### src/design/md2_pkg.sv
// ----------------------------------------------------------------------------
// md2_pkg
// Shared constants, sequencer states and the MD2 S permutation.
// ----------------------------------------------------------------------------
package md2_pkg;

    localparam int BLOCK_N  = 16;    // bytes per block / checksum length
    localparam int CHAIN_N  = 48;    // chain state bytes
    localparam int ROUNDS   = 18;    // mixing rounds per block
    localparam int SUM_BASE = 48;    // checksum entries follow the chain in RAM A
    localparam int A_DEPTH  = 64;
    localparam int A_AW     = $clog2(A_DEPTH);
    localparam int B_DEPTH  = 16;
    localparam int B_AW     = $clog2(B_DEPTH);
    localparam int RND_W    = $clog2(ROUNDS);

    typedef enum logic [2:0] {
        ST_IDLE,
        ST_SUM,
        ST_MIX1,
        ST_MIX2,
        ST_ROUND,
        ST_COPY,
        ST_WAIT_OUT,
        ST_READ_OUT
    } md2_state_t;

    localparam logic [7:0] SBOX [0:255] = '{
        8'd41,  8'd46,  8'd67,  8'd201, 8'd162, 8'd216, 8'd124, 8'd1,
        8'd61,  8'd54,  8'd84,  8'd161, 8'd236, 8'd240, 8'd6,   8'd19,
        8'd98,  8'd167, 8'd5,   8'd243, 8'd192, 8'd199, 8'd115, 8'd140,
        8'd152, 8'd147, 8'd43,  8'd217, 8'd188, 8'd76,  8'd130, 8'd202,
        8'd30,  8'd155, 8'd87,  8'd60,  8'd253, 8'd212, 8'd224, 8'd22,
        8'd103, 8'd66,  8'd111, 8'd24,  8'd138, 8'd23,  8'd229, 8'd18,
        8'd190, 8'd78,  8'd196, 8'd214, 8'd218, 8'd158, 8'd222, 8'd73,
        8'd160, 8'd251, 8'd245, 8'd142, 8'd187, 8'd47,  8'd238, 8'd122,
        8'd169, 8'd104, 8'd121, 8'd145, 8'd21,  8'd178, 8'd7,   8'd63,
        8'd148, 8'd194, 8'd16,  8'd137, 8'd11,  8'd34,  8'd95,  8'd33,
        8'd128, 8'd127, 8'd93,  8'd154, 8'd90,  8'd144, 8'd50,  8'd39,
        8'd53,  8'd62,  8'd204, 8'd231, 8'd191, 8'd247, 8'd151, 8'd3,
        8'd255, 8'd25,  8'd48,  8'd179, 8'd72,  8'd165, 8'd181, 8'd209,
        8'd215, 8'd94,  8'd146, 8'd42,  8'd172, 8'd86,  8'd170, 8'd198,
        8'd79,  8'd184, 8'd56,  8'd210, 8'd150, 8'd164, 8'd125, 8'd182,
        8'd118, 8'd252, 8'd107, 8'd226, 8'd156, 8'd116, 8'd4,   8'd241,
        8'd69,  8'd157, 8'd112, 8'd89,  8'd100, 8'd113, 8'd135, 8'd32,
        8'd134, 8'd91,  8'd207, 8'd101, 8'd230, 8'd45,  8'd168, 8'd2,
        8'd27,  8'd96,  8'd37,  8'd173, 8'd174, 8'd176, 8'd185, 8'd246,
        8'd28,  8'd70,  8'd97,  8'd105, 8'd52,  8'd64,  8'd126, 8'd15,
        8'd85,  8'd71,  8'd163, 8'd35,  8'd221, 8'd81,  8'd175, 8'd58,
        8'd195, 8'd92,  8'd249, 8'd206, 8'd186, 8'd197, 8'd234, 8'd38,
        8'd44,  8'd83,  8'd13,  8'd110, 8'd133, 8'd40,  8'd132, 8'd9,
        8'd211, 8'd223, 8'd205, 8'd244, 8'd65,  8'd129, 8'd77,  8'd82,
        8'd106, 8'd220, 8'd55,  8'd200, 8'd108, 8'd193, 8'd171, 8'd250,
        8'd36,  8'd225, 8'd123, 8'd8,   8'd12,  8'd189, 8'd177, 8'd74,
        8'd120, 8'd136, 8'd149, 8'd139, 8'd227, 8'd99,  8'd232, 8'd109,
        8'd233, 8'd203, 8'd213, 8'd254, 8'd59,  8'd0,   8'd29,  8'd57,
        8'd242, 8'd239, 8'd183, 8'd14,  8'd102, 8'd88,  8'd208, 8'd228,
        8'd166, 8'd119, 8'd114, 8'd248, 8'd235, 8'd117, 8'd75,  8'd10,
        8'd49,  8'd68,  8'd80,  8'd180, 8'd143, 8'd237, 8'd31,  8'd26,
        8'd219, 8'd153, 8'd141, 8'd51,  8'd159, 8'd17,  8'd131, 8'd20
    };

endpackage

### src/design/md2_message_digest_top.sv
// ----------------------------------------------------------------------------
// md2_message_digest_top
// MD2 hash engine: absorbs message bytes, emits the 128-bit digest on finish.
// ----------------------------------------------------------------------------
// Usage
//   Input channel (in_valid/in_ready): each item carries mode and message_byte.
//   mode 0 absorbs message_byte; mode 1 pads and finishes the message.
//   Output channel (out_valid/out_ready): one item per finish, digest_hi holds
//   digest bytes 0..7 (byte 0 in the top bits), digest_lo bytes 8..15.
// Flow
//   An absorb item that does not complete a block leaves in_ready high.
//   The 16th byte of a block keeps in_ready low for the checksum walk, two
//   block load passes and 18 x 48 mixing steps.
//   A finish item compresses the pad block and then the checksum and reads
//   out the digest, then raises out_valid.
//   The rate is set by the read-modify-write loop on the chain RAM, which
//   handles one byte of state per cycle.
// Reset and stalls
//   Reset clears the chain and checksum (valid bits, no clearing pass) and the
//   fill count; after each digest the same state returns to zero.
//   The digest waits in its output register; the block keeps taking items
//   while it waits and stalls only if a second digest is ready before the
//   first has been taken.
// ----------------------------------------------------------------------------
module md2_message_digest_top (
    input  logic        clk,
    input  logic        rst_n,
    input  logic        in_valid,
    output logic        in_ready,
    input  logic        mode,
    input  logic [7:0]  message_byte,
    output logic        out_valid,
    input  logic        out_ready,
    output logic [63:0] digest_hi,
    output logic [63:0] digest_lo
);
    import md2_pkg::*;

    // Sequencer and control
    md2_state_t         state_reg, state_next;
    logic [A_AW-1:0]    idx_reg, idx_next;        // issue index
    logic [RND_W-1:0]   rnd_reg, rnd_next;        // issue round
    logic               iss_done_reg, iss_done_next;
    logic               s_vld_reg;                // read data stage
    logic               s_last_reg;
    logic               s_av_reg;                 // RAM A entry was written
    logic [A_AW-1:0]    s_idx_reg;
    logic [RND_W-1:0]   s_rnd_reg;
    logic [3:0]         fill_reg, fill_next;
    logic               fin_reg, fin_next;        // finishing a message
    logic               pad_en_reg, pad_en_next;  // block tail comes from padding
    logic [7:0]         sum_last_reg, sum_last_next;  // copy of checksum byte 15
    logic [A_DEPTH-1:0] a_valid_reg, a_valid_next;
    logic               out_valid_reg, out_valid_next;

    // Datapath
    logic [7:0]         t_reg, t_next;
    logic [63:0]        dhi_reg, dhi_next;
    logic [63:0]        dlo_reg, dlo_next;

    // RAM ports
    logic               a_we, b_we;
    logic [A_AW-1:0]    a_waddr, a_raddr;
    logic [B_AW-1:0]    b_waddr, b_raddr;
    logic [7:0]         a_wdata, b_wdata, a_rdata, b_rdata;

    // Stage signals
    logic               phase_act, iss, iss_last;
    logic [A_AW-1:0]    last_idx;
    logic [7:0]         ad, m, pad_val, s_in, s_out, mixed;
    logic               done;

    // Chain state in entries 0..47, checksum in 48..63
    md2_ram #(.WIDTH(8), .DEPTH(A_DEPTH)) u_ram_chain (
        .clk   (clk),
        .we    (a_we),
        .waddr (a_waddr),
        .wdata (a_wdata),
        .raddr (a_raddr),
        .rdata (a_rdata)
    );

    // Pending message block
    md2_ram #(.WIDTH(8), .DEPTH(B_DEPTH)) u_ram_block (
        .clk   (clk),
        .we    (b_we),
        .waddr (b_waddr),
        .wdata (b_wdata),
        .raddr (b_raddr),
        .rdata (b_rdata)
    );

    assign in_ready  = (state_reg == ST_IDLE);
    assign out_valid = out_valid_reg;
    assign digest_hi = dhi_reg;
    assign digest_lo = dlo_reg;

    // Read issue: one address per cycle while a pass is running
    always_comb
    begin
        case (state_reg)
            ST_SUM, ST_MIX1, ST_MIX2, ST_ROUND, ST_COPY, ST_READ_OUT: phase_act = 1'b1;
            default:                                                   phase_act = 1'b0;
        endcase
    end

    assign last_idx = (state_reg == ST_ROUND) ? A_AW'(CHAIN_N - 1) : A_AW'(BLOCK_N - 1);
    assign iss      = phase_act && !iss_done_reg;
    assign iss_last = (idx_reg == last_idx) &&
                      ((state_reg != ST_ROUND) || (rnd_reg == RND_W'(ROUNDS - 1)));
    assign a_raddr  = ((state_reg == ST_SUM) || (state_reg == ST_COPY)) ?
                      (A_AW'(SUM_BASE) + idx_reg) : idx_reg;
    assign b_raddr  = idx_reg[B_AW-1:0];

    // Returned data; unwritten chain/checksum entries read as zero
    assign ad      = s_av_reg ? a_rdata : 8'h00;
    assign pad_val = 8'(BLOCK_N) - {4'b0000, fill_reg};
    assign m       = (pad_en_reg && (s_idx_reg[B_AW-1:0] >= fill_reg)) ? pad_val : b_rdata;
    assign s_in    = (state_reg == ST_SUM) ? (m ^ t_reg) : t_reg;
    assign s_out   = SBOX[s_in];
    assign mixed   = ad ^ s_out;
    assign done    = s_vld_reg && s_last_reg;

    always_comb
    begin
        state_next     = state_reg;
        idx_next       = idx_reg;
        rnd_next       = rnd_reg;
        iss_done_next  = iss_done_reg;
        fill_next      = fill_reg;
        fin_next       = fin_reg;
        pad_en_next    = pad_en_reg;
        sum_last_next  = sum_last_reg;
        a_valid_next   = a_valid_reg;
        out_valid_next = out_valid_reg;
        t_next         = t_reg;
        dhi_next       = dhi_reg;
        dlo_next       = dlo_reg;
        a_we           = 1'b0;
        a_waddr        = s_idx_reg;
        a_wdata        = mixed;
        b_we           = 1'b0;
        b_waddr        = fill_reg;
        b_wdata        = message_byte;

        if (out_valid_reg && out_ready)
        begin
            out_valid_next = 1'b0;
        end

        if (iss)
        begin
            if (idx_reg == last_idx)
            begin
                idx_next = '0;
                if (iss_last)
                begin
                    iss_done_next = 1'b1;
                end
                else
                begin
                    rnd_next = rnd_reg + 1'b1;
                end
            end
            else
            begin
                idx_next = idx_reg + 1'b1;
            end
        end

        case (state_reg)
            ST_IDLE:
            begin
                if (in_valid)
                begin
                    t_next = sum_last_reg;
                    if (mode)
                    begin
                        fin_next    = 1'b1;
                        pad_en_next = 1'b1;
                        state_next  = ST_SUM;
                    end
                    else
                    begin
                        b_we      = 1'b1;
                        fill_next = fill_reg + 1'b1;
                        if (fill_reg == 4'(BLOCK_N - 1))
                        begin
                            pad_en_next = 1'b0;
                            state_next  = ST_SUM;
                        end
                    end
                end
            end
            ST_SUM:
            begin
                // C[i] ^= S[M[i] ^ L], L follows the new byte
                if (s_vld_reg)
                begin
                    a_we    = 1'b1;
                    a_waddr = A_AW'(SUM_BASE) + s_idx_reg;
                    a_wdata = mixed;
                    t_next  = mixed;
                    if (s_idx_reg == A_AW'(BLOCK_N - 1))
                    begin
                        sum_last_next = mixed;
                    end
                end
                if (done)
                begin
                    state_next = ST_MIX1;
                end
            end
            ST_MIX1:
            begin
                if (s_vld_reg)
                begin
                    a_we    = 1'b1;
                    a_waddr = A_AW'(2 * BLOCK_N) + s_idx_reg;
                    a_wdata = ad ^ m;
                end
                if (done)
                begin
                    state_next = ST_MIX2;
                end
            end
            ST_MIX2:
            begin
                if (s_vld_reg)
                begin
                    a_we    = 1'b1;
                    a_waddr = A_AW'(BLOCK_N) + s_idx_reg;
                    a_wdata = m;
                end
                if (done)
                begin
                    t_next     = 8'h00;
                    state_next = ST_ROUND;
                end
            end
            ST_ROUND:
            begin
                if (s_vld_reg)
                begin
                    a_we    = 1'b1;
                    a_waddr = s_idx_reg;
                    a_wdata = mixed;
                    t_next  = (s_idx_reg == A_AW'(CHAIN_N - 1)) ?
                              (mixed + 8'(s_rnd_reg)) : mixed;
                end
                if (done)
                begin
                    if (!fin_reg)
                    begin
                        state_next = ST_IDLE;
                    end
                    else if (pad_en_reg)
                    begin
                        state_next = ST_COPY;
                    end
                    else
                    begin
                        state_next = ST_WAIT_OUT;
                    end
                end
            end
            ST_COPY:
            begin
                // checksum becomes the last block
                if (s_vld_reg)
                begin
                    b_we    = 1'b1;
                    b_waddr = s_idx_reg[B_AW-1:0];
                    b_wdata = ad;
                end
                if (done)
                begin
                    pad_en_next = 1'b0;
                    state_next  = ST_MIX1;
                end
            end
            ST_WAIT_OUT:
            begin
                if (!out_valid_reg)
                begin
                    state_next = ST_READ_OUT;
                end
            end
            ST_READ_OUT:
            begin
                if (s_vld_reg)
                begin
                    dhi_next = {dhi_reg[55:0], dlo_reg[63:56]};
                    dlo_next = {dlo_reg[55:0], ad};
                end
                if (done)
                begin
                    out_valid_next = 1'b1;
                    a_valid_next   = '0;
                    fill_next      = 4'h0;
                    sum_last_next  = 8'h00;
                    fin_next       = 1'b0;
                    pad_en_next    = 1'b0;
                    state_next     = ST_IDLE;
                end
            end
            default:
            begin
                state_next = ST_IDLE;
            end
        endcase

        if (a_we)
        begin
            a_valid_next[a_waddr] = 1'b1;
        end

        if (done)
        begin
            idx_next      = '0;
            rnd_next      = '0;
            iss_done_next = 1'b0;
        end
    end

    always_ff @(posedge clk or negedge rst_n)
    begin
        if (!rst_n)
        begin
            state_reg     <= ST_IDLE;
            idx_reg       <= '0;
            rnd_reg       <= '0;
            iss_done_reg  <= 1'b0;
            s_vld_reg     <= 1'b0;
            s_last_reg    <= 1'b0;
            s_av_reg      <= 1'b0;
            fill_reg      <= 4'h0;
            fin_reg       <= 1'b0;
            pad_en_reg    <= 1'b0;
            sum_last_reg  <= 8'h00;
            a_valid_reg   <= '0;
            out_valid_reg <= 1'b0;
        end
        else
        begin
            state_reg     <= state_next;
            idx_reg       <= idx_next;
            rnd_reg       <= rnd_next;
            iss_done_reg  <= iss_done_next;
            s_vld_reg     <= iss;
            s_last_reg    <= iss_last;
            s_av_reg      <= a_valid_reg[a_raddr];
            fill_reg      <= fill_next;
            fin_reg       <= fin_next;
            pad_en_reg    <= pad_en_next;
            sum_last_reg  <= sum_last_next;
            a_valid_reg   <= a_valid_next;
            out_valid_reg <= out_valid_next;
        end
    end

    always_ff @(posedge clk)
    begin
        s_idx_reg <= idx_reg;
        s_rnd_reg <= rnd_reg;
        t_reg     <= t_next;
        dhi_reg   <= dhi_next;
        dlo_reg   <= dlo_next;
    end

endmodule

### src/design/md2_ram.sv
// ----------------------------------------------------------------------------
// md2_ram
// Generic single-write, single-read RAM with registered read data.
// ----------------------------------------------------------------------------
module md2_ram #(
    parameter int WIDTH = 8,
    parameter int DEPTH = 64
) (
    input  logic                     clk,
    input  logic                     we,
    input  logic [$clog2(DEPTH)-1:0] waddr,
    input  logic [WIDTH-1:0]         wdata,
    input  logic [$clog2(DEPTH)-1:0] raddr,
    output logic [WIDTH-1:0]         rdata
);

    logic [WIDTH-1:0] mem [DEPTH];

    always_ff @(posedge clk)
    begin
        if (we)
        begin
            mem[waddr] <= wdata;
        end
        rdata <= mem[raddr];
    end

endmodule

### config.mk
export PLATFORM = sky130hd
export DESIGN_NAME = md2_message_digest_top
export DESIGN_NICKNAME = d
export VERILOG_FILES = /design/src/design/md2_pkg.sv /design/src/design/md2_message_digest_top.sv /design/src/design/md2_ram.sv
export SDC_FILE = /design/constraint.sdc
export NUM_CORES = 1
export LEC_CHECK = 0
export ABC_AREA = 1
export BUFFER_PORTS_ARGS = -buffer_cell sky130_fd_sc_hd__buf_4
export CORE_AREA = 2 2 315 317
export CTS_CLUSTER_DIAMETER = 60
export DETAILED_ROUTE_END_ITERATION = 8
export DIE_AREA = 0 0 317 319
export GPL_TIMING_DRIVEN = 1
export HOLD_SLACK_MARGIN = 0.1
export PLACE_DENSITY_LB_ADDON = 0.2
export SKIP_LAST_GASP = 1
export SLEW_MARGIN = 40
export SYNTH_ARGS = -nofsm -noshare
export SYNTH_HDL_FRONTEND = slang
export SYNTH_SLANG_ARGS = --single-unit
### constraint.sdc
create_clock -name clk -period 8.3 [get_ports clk]
set_clock_uncertainty 0.15 [all_clocks]
set_input_delay 1.66 -clock clk [delete_from_list [all_inputs] [get_ports clk]]
set_output_delay 1.66 -clock clk [all_outputs]
set_load 0.03 [all_outputs]
After elaboration in Yosys (flattened, before gate mapping). Memories as Yosys holds them, arrays and structs flattened. A register that Yosys moved wholly into a read port is not among the register bits. Cells that the tools add are included. Widths: inputs -> output; s select.

Add/subtract/negate cells: 9. Bitwise operators: 5. Magnitude comparators: 5. Muxes and demuxes: 82. Reduce and logical (&&, ||, !) cells: 30. Equal/unequal tests: 28.

Operator list (count): $mux 64 (3); $mux 8 (16); $or 64x64->64 (1); $mux 6 (8); $pmux 8 s2 (2); $pmux 8 s4 (1); $mux 3 (10); $mux 1 (24); $xor 8x8->8 (3); $pmux 3 s7 (1); $mux 4 (5); $mux 5 (4); $add 6x6->6 const A (3); $ne 2x2->1 const B (9); $pmux 6 s3 (1); $reduce_and 4->1 (4); $lt 6x7->1 const B (2); $eq 3x3->1 const B (4); $reduce_bool 2->1 (6); $ne 2x1->1 const B (5); $ge 9x9->1 const B (1); $not 8->9 (1); $add 8x5->8 (1); $pmux 4 s2 (1); other kinds (32) (43).

Register bits after elaboration: 244. Output and inout bits: 130. Memories: 3. Logic and storage cells: 180. Bits in read-only memories: 2048. Memory bits (writable): 640. Input bits: 13.

Memories: (name not given) (words 256, bits a word 8, rd ports 1, clocked after memory_dff 0, write ports 0, RTL line md2_message_digest_top.sv:120) `assign s_out = SBOX[s_in];`; u_ram_chain.mem (words 64, bits a word 8, rd ports 1, clocked after memory_dff 1, write ports 1, RTL line md2_ram.sv:17) `logic [WIDTH-1:0] mem [DEPTH];`; u_ram_block.mem (words 16, bits a word 8, rd ports 1, clocked after memory_dff 1, write ports 1, RTL line md2_ram.sv:17).

Longest topological paths before layout.
Depth after elaboration: 14. Mapped depth: 38. Mapped depth without buffers: 36.

Hierarchy. Synthesis repeated with hierarchy kept, for this count alone.

Cells, all modules: 3987. Area total of the unflattened synthesis: 40732.8 um2.

By module, submodules not included: md2_ram at u_ram_chain (cells each 1805, instances 1, area an instance 21339.2 um2, sequential area each 15534.9 um2); md2_message_digest_top (cells each 1631, instances 1, area an instance 13626.8 um2, sequential area each 6731.5 um2); md2_ram at u_ram_block (cells each 551, instances 1, area an instance 5766.8 um2, sequential area each 4003.8 um2).

Worst setup path after synthesis. No wires, ideal clock.

Kind: register -> register. From: register s_vld_reg. To: register dhi_reg[0] (netlist: digest_hi[0]) (enable). Clock period less this slack: 6.884 ns. Setup time: 0.617 ns. Arrival time: 6.117 ns. Buffers on the path: 2. Stages on the path, launching flop included: 5. Setup slack: 1.416 ns. Data required time: 7.533 ns. Cells stage by stage: dfrtp_1 > clkbuf_1 > inv_1 > buf_2 > nor2_1.

Word-level cells in the longest chain between the ends: 1.

RTL lines: start, declared (RTL line md2_message_digest_top.sv:44) `logic s_vld_reg;`; start signal, assigned (RTL line md2_message_digest_top.sv:350) `s_vld_reg <= iss;`; $reduce_and 2->1 (no line); end signal, assigned (RTL line md2_message_digest_top.sv:367) `dhi_reg <= dhi_next;`; end, declared (RTL line md2_message_digest_top.sv:58) `logic [63:0] dhi_reg, dhi_next;`.

No other way between the ends. A chain may end at the register's enable or synchronous reset.

Final worst setup path.
From: register fill_reg[3]. To: register t_reg[6], data pin.

Word-level cells in the longest chain between the ends: 14. Elaborated cells on any way between the ends: 16. Those cells by class: add/sub: 2; order compare: 1; mux: 8; bitwise: 3; reduce/logical: 1; memory: 1.

RTL lines: start, declared (RTL line md2_message_digest_top.sv:49) `logic [3:0] fill_reg, fill_next;`; start signal, assigned (RTL line md2_message_digest_top.sv:353) `fill_reg <= fill_next;`; $ge 4x4->1 (RTL line md2_message_digest_top.sv:118) `assign m = (pad_en_reg && (s_idx_reg[B_AW-1:0] >= fill_reg)) ? pad_val : b_rdata;`; $logic_and 1x1->1 (RTL line md2_message_digest_top.sv:118); $mux 8 * (RTL line md2_message_digest_top.sv:118); $xor 8x8->8 * (RTL line md2_message_digest_top.sv:119) `assign s_in = (state_reg == ST_SUM) ? (m ^ t_reg) : t_reg;`; $mux 8 * (RTL line md2_message_digest_top.sv:119); $not 8->9 (not written as such) * (RTL line md2_message_digest_top.sv:120); $mem_v2 256x8 *; $mux 8 (not written as such) * (2 in series) (RTL line md2_message_digest_top.sv:120); $xor 8x8->8 * (RTL line md2_message_digest_top.sv:121) `assign mixed = ad ^ s_out;`; $add 8x5->8 (RTL line md2_message_digest_top.sv:249) `(mixed + 8'(s_rnd_reg)) : mixed;`; $mux 8 (RTL line md2_message_digest_top.sv:248) `t_next = (s_idx_reg == A_AW'(CHAIN_N - 1)) ?`; $mux 8 (RTL line md2_message_digest_top.sv:243) `if (s_vld_reg)`; $pmux 8 s4 * (RTL line md2_message_digest_top.sv:171) `case (state_reg)`; net t_next[6] (RTL line md2_message_digest_top.sv:57) `logic [7:0] t_reg, t_next;`; end signal, assigned (RTL line md2_message_digest_top.sv:366) `t_reg <= t_next;`; end, declared (RTL line md2_message_digest_top.sv:57).

The timed path passes the listed nets; every way through them passes the cells marked *. The select of a mux whose other input is x is not followed.

==> reports/qor.yml <==
worst-setup-path-type: "reg2reg"
hold_buffers: 0
cp_max_fo: 17
drc: 0
worst_slew_pin_slew_ps: 874
status: "finished, final reports clean"
largestRegisters: "u_ram_chain.mem: 512 flops, u_ram_block.mem: 128 flops"
hold_violations: 0
nFillCells: 9118
die_area_um2: 101000
synthFlopType: "edfxtp_1"
syn_inst: 3447
portBuffers: 142
cts_setup_buffers: 0
start_util_pct: 39.6
min_period_ps: 6470
placed_cells: 4705
via_count: 27768
fmax_mhz: 154
grt_max_degree: 204
maxSlewHeadroom_pct: 41.5
place_area_um2: 41000
report.final.slew_viol_count: 0
worstPathRequired_ps: 8550
drtAntennaViolNets: 0
final_cell_count_no_fill: 4892
grt_pass1_wl_mm: 172
fin_tns_setup_ps: 0
hpwl_mm: 70.7
max_stage_delay_ps: 590
synth_fp_nets: 3492
netlist_top_cells_area: "edfxtp_1, dfrtp_1, o21ai_0"
crit_slowest_cell: "ha_1"
wire_per_inst_um: 23.7
synth_seq_cells: 900
drive_above_1_share_pct: 13.4
yosys_warnings: 0
routed_via_density: 5.68
fin_nets: 3567
layout_commonest_cell: "edfxtp_1"
cts_tree: "yes"
path_common_cell: "nand2_1"
rows: 115
syn_avg_cell_area_um2: 11.2
min-delay-path-class: "reg2reg"
postLayoutSetupSlackWorst_ps: 1830
period_share_pct: 78.0
antenna_found_initial: 1
largest_reg_flops: 512
diodes: 0
setup_viol: 0
final_area_um2: 44400
track_usage_pct: 22.5
synth_top_cell_area_share_pct: 60.2
cp_top_family: "simple AND/OR/NAND/NOR gates"
regArea_um2: 26300
htreeDepth: 3
synthArstFlopShare_pct: 10.8
regMostFlops: "u_ram_chain.mem"
cts_sinks: 900
clk_pin_slew_ps: 60
final_cell_mix: "edfxtp_1, o21ai_0, nor2_1, nand2_1, nand3_1"
netlist_area_um2: 38700
critPathLaunchType: "register"
syn_to_final_growth_pct: 14.7
first_iter_violations: 3043
worstPathArrival_ps: 6720
synth-seq-area-share_pct: 67.9
routed_wirelength_mm: 116
place.gp.congestion: 0.968
synth-edff-count: 776
end_kind: "register"
core_um2: 97700
ctsLongestPathBuffers: 3
grt-ovfl-total: 0
insertion_delay_ps: 670
post_cts_resized: 0
drt_pass1_iterations: 6
die_w_um: 317
cts_root_buf: "clkbuf_16"
io_pins: 143
grt_pass1_vias: 26370
critPathBufInv: 4
ys_types: 55
multi_input_area_um2: 11200
pre_cts_ws_ps: 1990
drv_cap: 0
die_h_um: 319
rsz0062_at_grt: "no"
yosysTopAreaCell: "edfxtp_1"
cts_buffers: 99
==> cells by family after synthesis <==
group	synth area share (%)
muxes	0.0259
adders and majority gates	1.05
buffers and inverters	4.03
xor gates and xnor gates	0.246
DFF	67.9
AOI/OAI and AO/OA	12.9
and+or+nand+nor	13.9
==> synthesized netlist by cell type (45+ instances only) <==
cell	n
o22ai_1	125
o211ai_1	45
nand3_1	260
dfrtp_1	97
inv_1	151
edfxtp_1	776
nand2_1	418
o221ai_1	70
o21ai_0	455
nor2_1	473
a21oi_1	80
clkbuf_1	166
==> worst register-to-register path, delay by kind of cell, from the launching register on <==
kind / cells / cell delay [ps]
AOI/OAI and AO/OA: 6 / 850
adders and majority gates: 4 / 1590
buffers and inverters: 4 / 500
DFF: 1 / 430
and+or+nand+nor: 18 / 2690
==> layer usage <==
layer	up-vias	routed length (um)	GRT usage (%)
li1	12676	-	-
met1	13834	51500	32.0
met2	1044	52600	34.8
met3	212	8410	4.20
met4	2	3480	7.19
met5	-	13	0
==> worst paths after layout <==
kind	depth (start not counted)	to	slack, ps	from
worst min register to register	0	s_rnd_reg[2]$_DFF_P_	260	rnd_reg[2]$_DFFE_PN0P_
worst max-delay path	32	t_reg[6]$_DFFE_PP_	1830	fill_reg[3]$_DFFE_PN0P_
worst max register to register	32	t_reg[6]$_DFFE_PP_	1830	fill_reg[3]$_DFFE_PN0P_
min in group asynchronous	1	sum_last_reg[0]$_DFFE_PN0P_	790	rst_n
worst min-delay path	0	s_rnd_reg[2]$_DFF_P_	260	rnd_reg[2]$_DFFE_PN0P_
max in group asynchronous	2	a_valid_reg[40]$_DFF_PN0_	6180	rst_n
==> per-stage QoR <==
step / hold slack (ps) / utilization, %
floorplan: 216 / -
CTS: 260 / 45.2
finish: 255 / 45.4
global route: 275 / 45.4
detailed placement: 249 / 42.0
global placement: 249 / 41.9
==> final cells by class <==
class,instances,area share (%)
Sequential cell,900,59.2
Multi-Input combinational cell,2159,25.2
Clock buffer,133,6.06
Tap cell,1287,3.63
Timing Repair Buffer,189,3.38
Inverter,173,1.49
Clock inverter,51,1.06
Power is left out: the tool's default activity adds up to more than one toggle a clock period on the data nets, which glitch-free logic cannot reach.
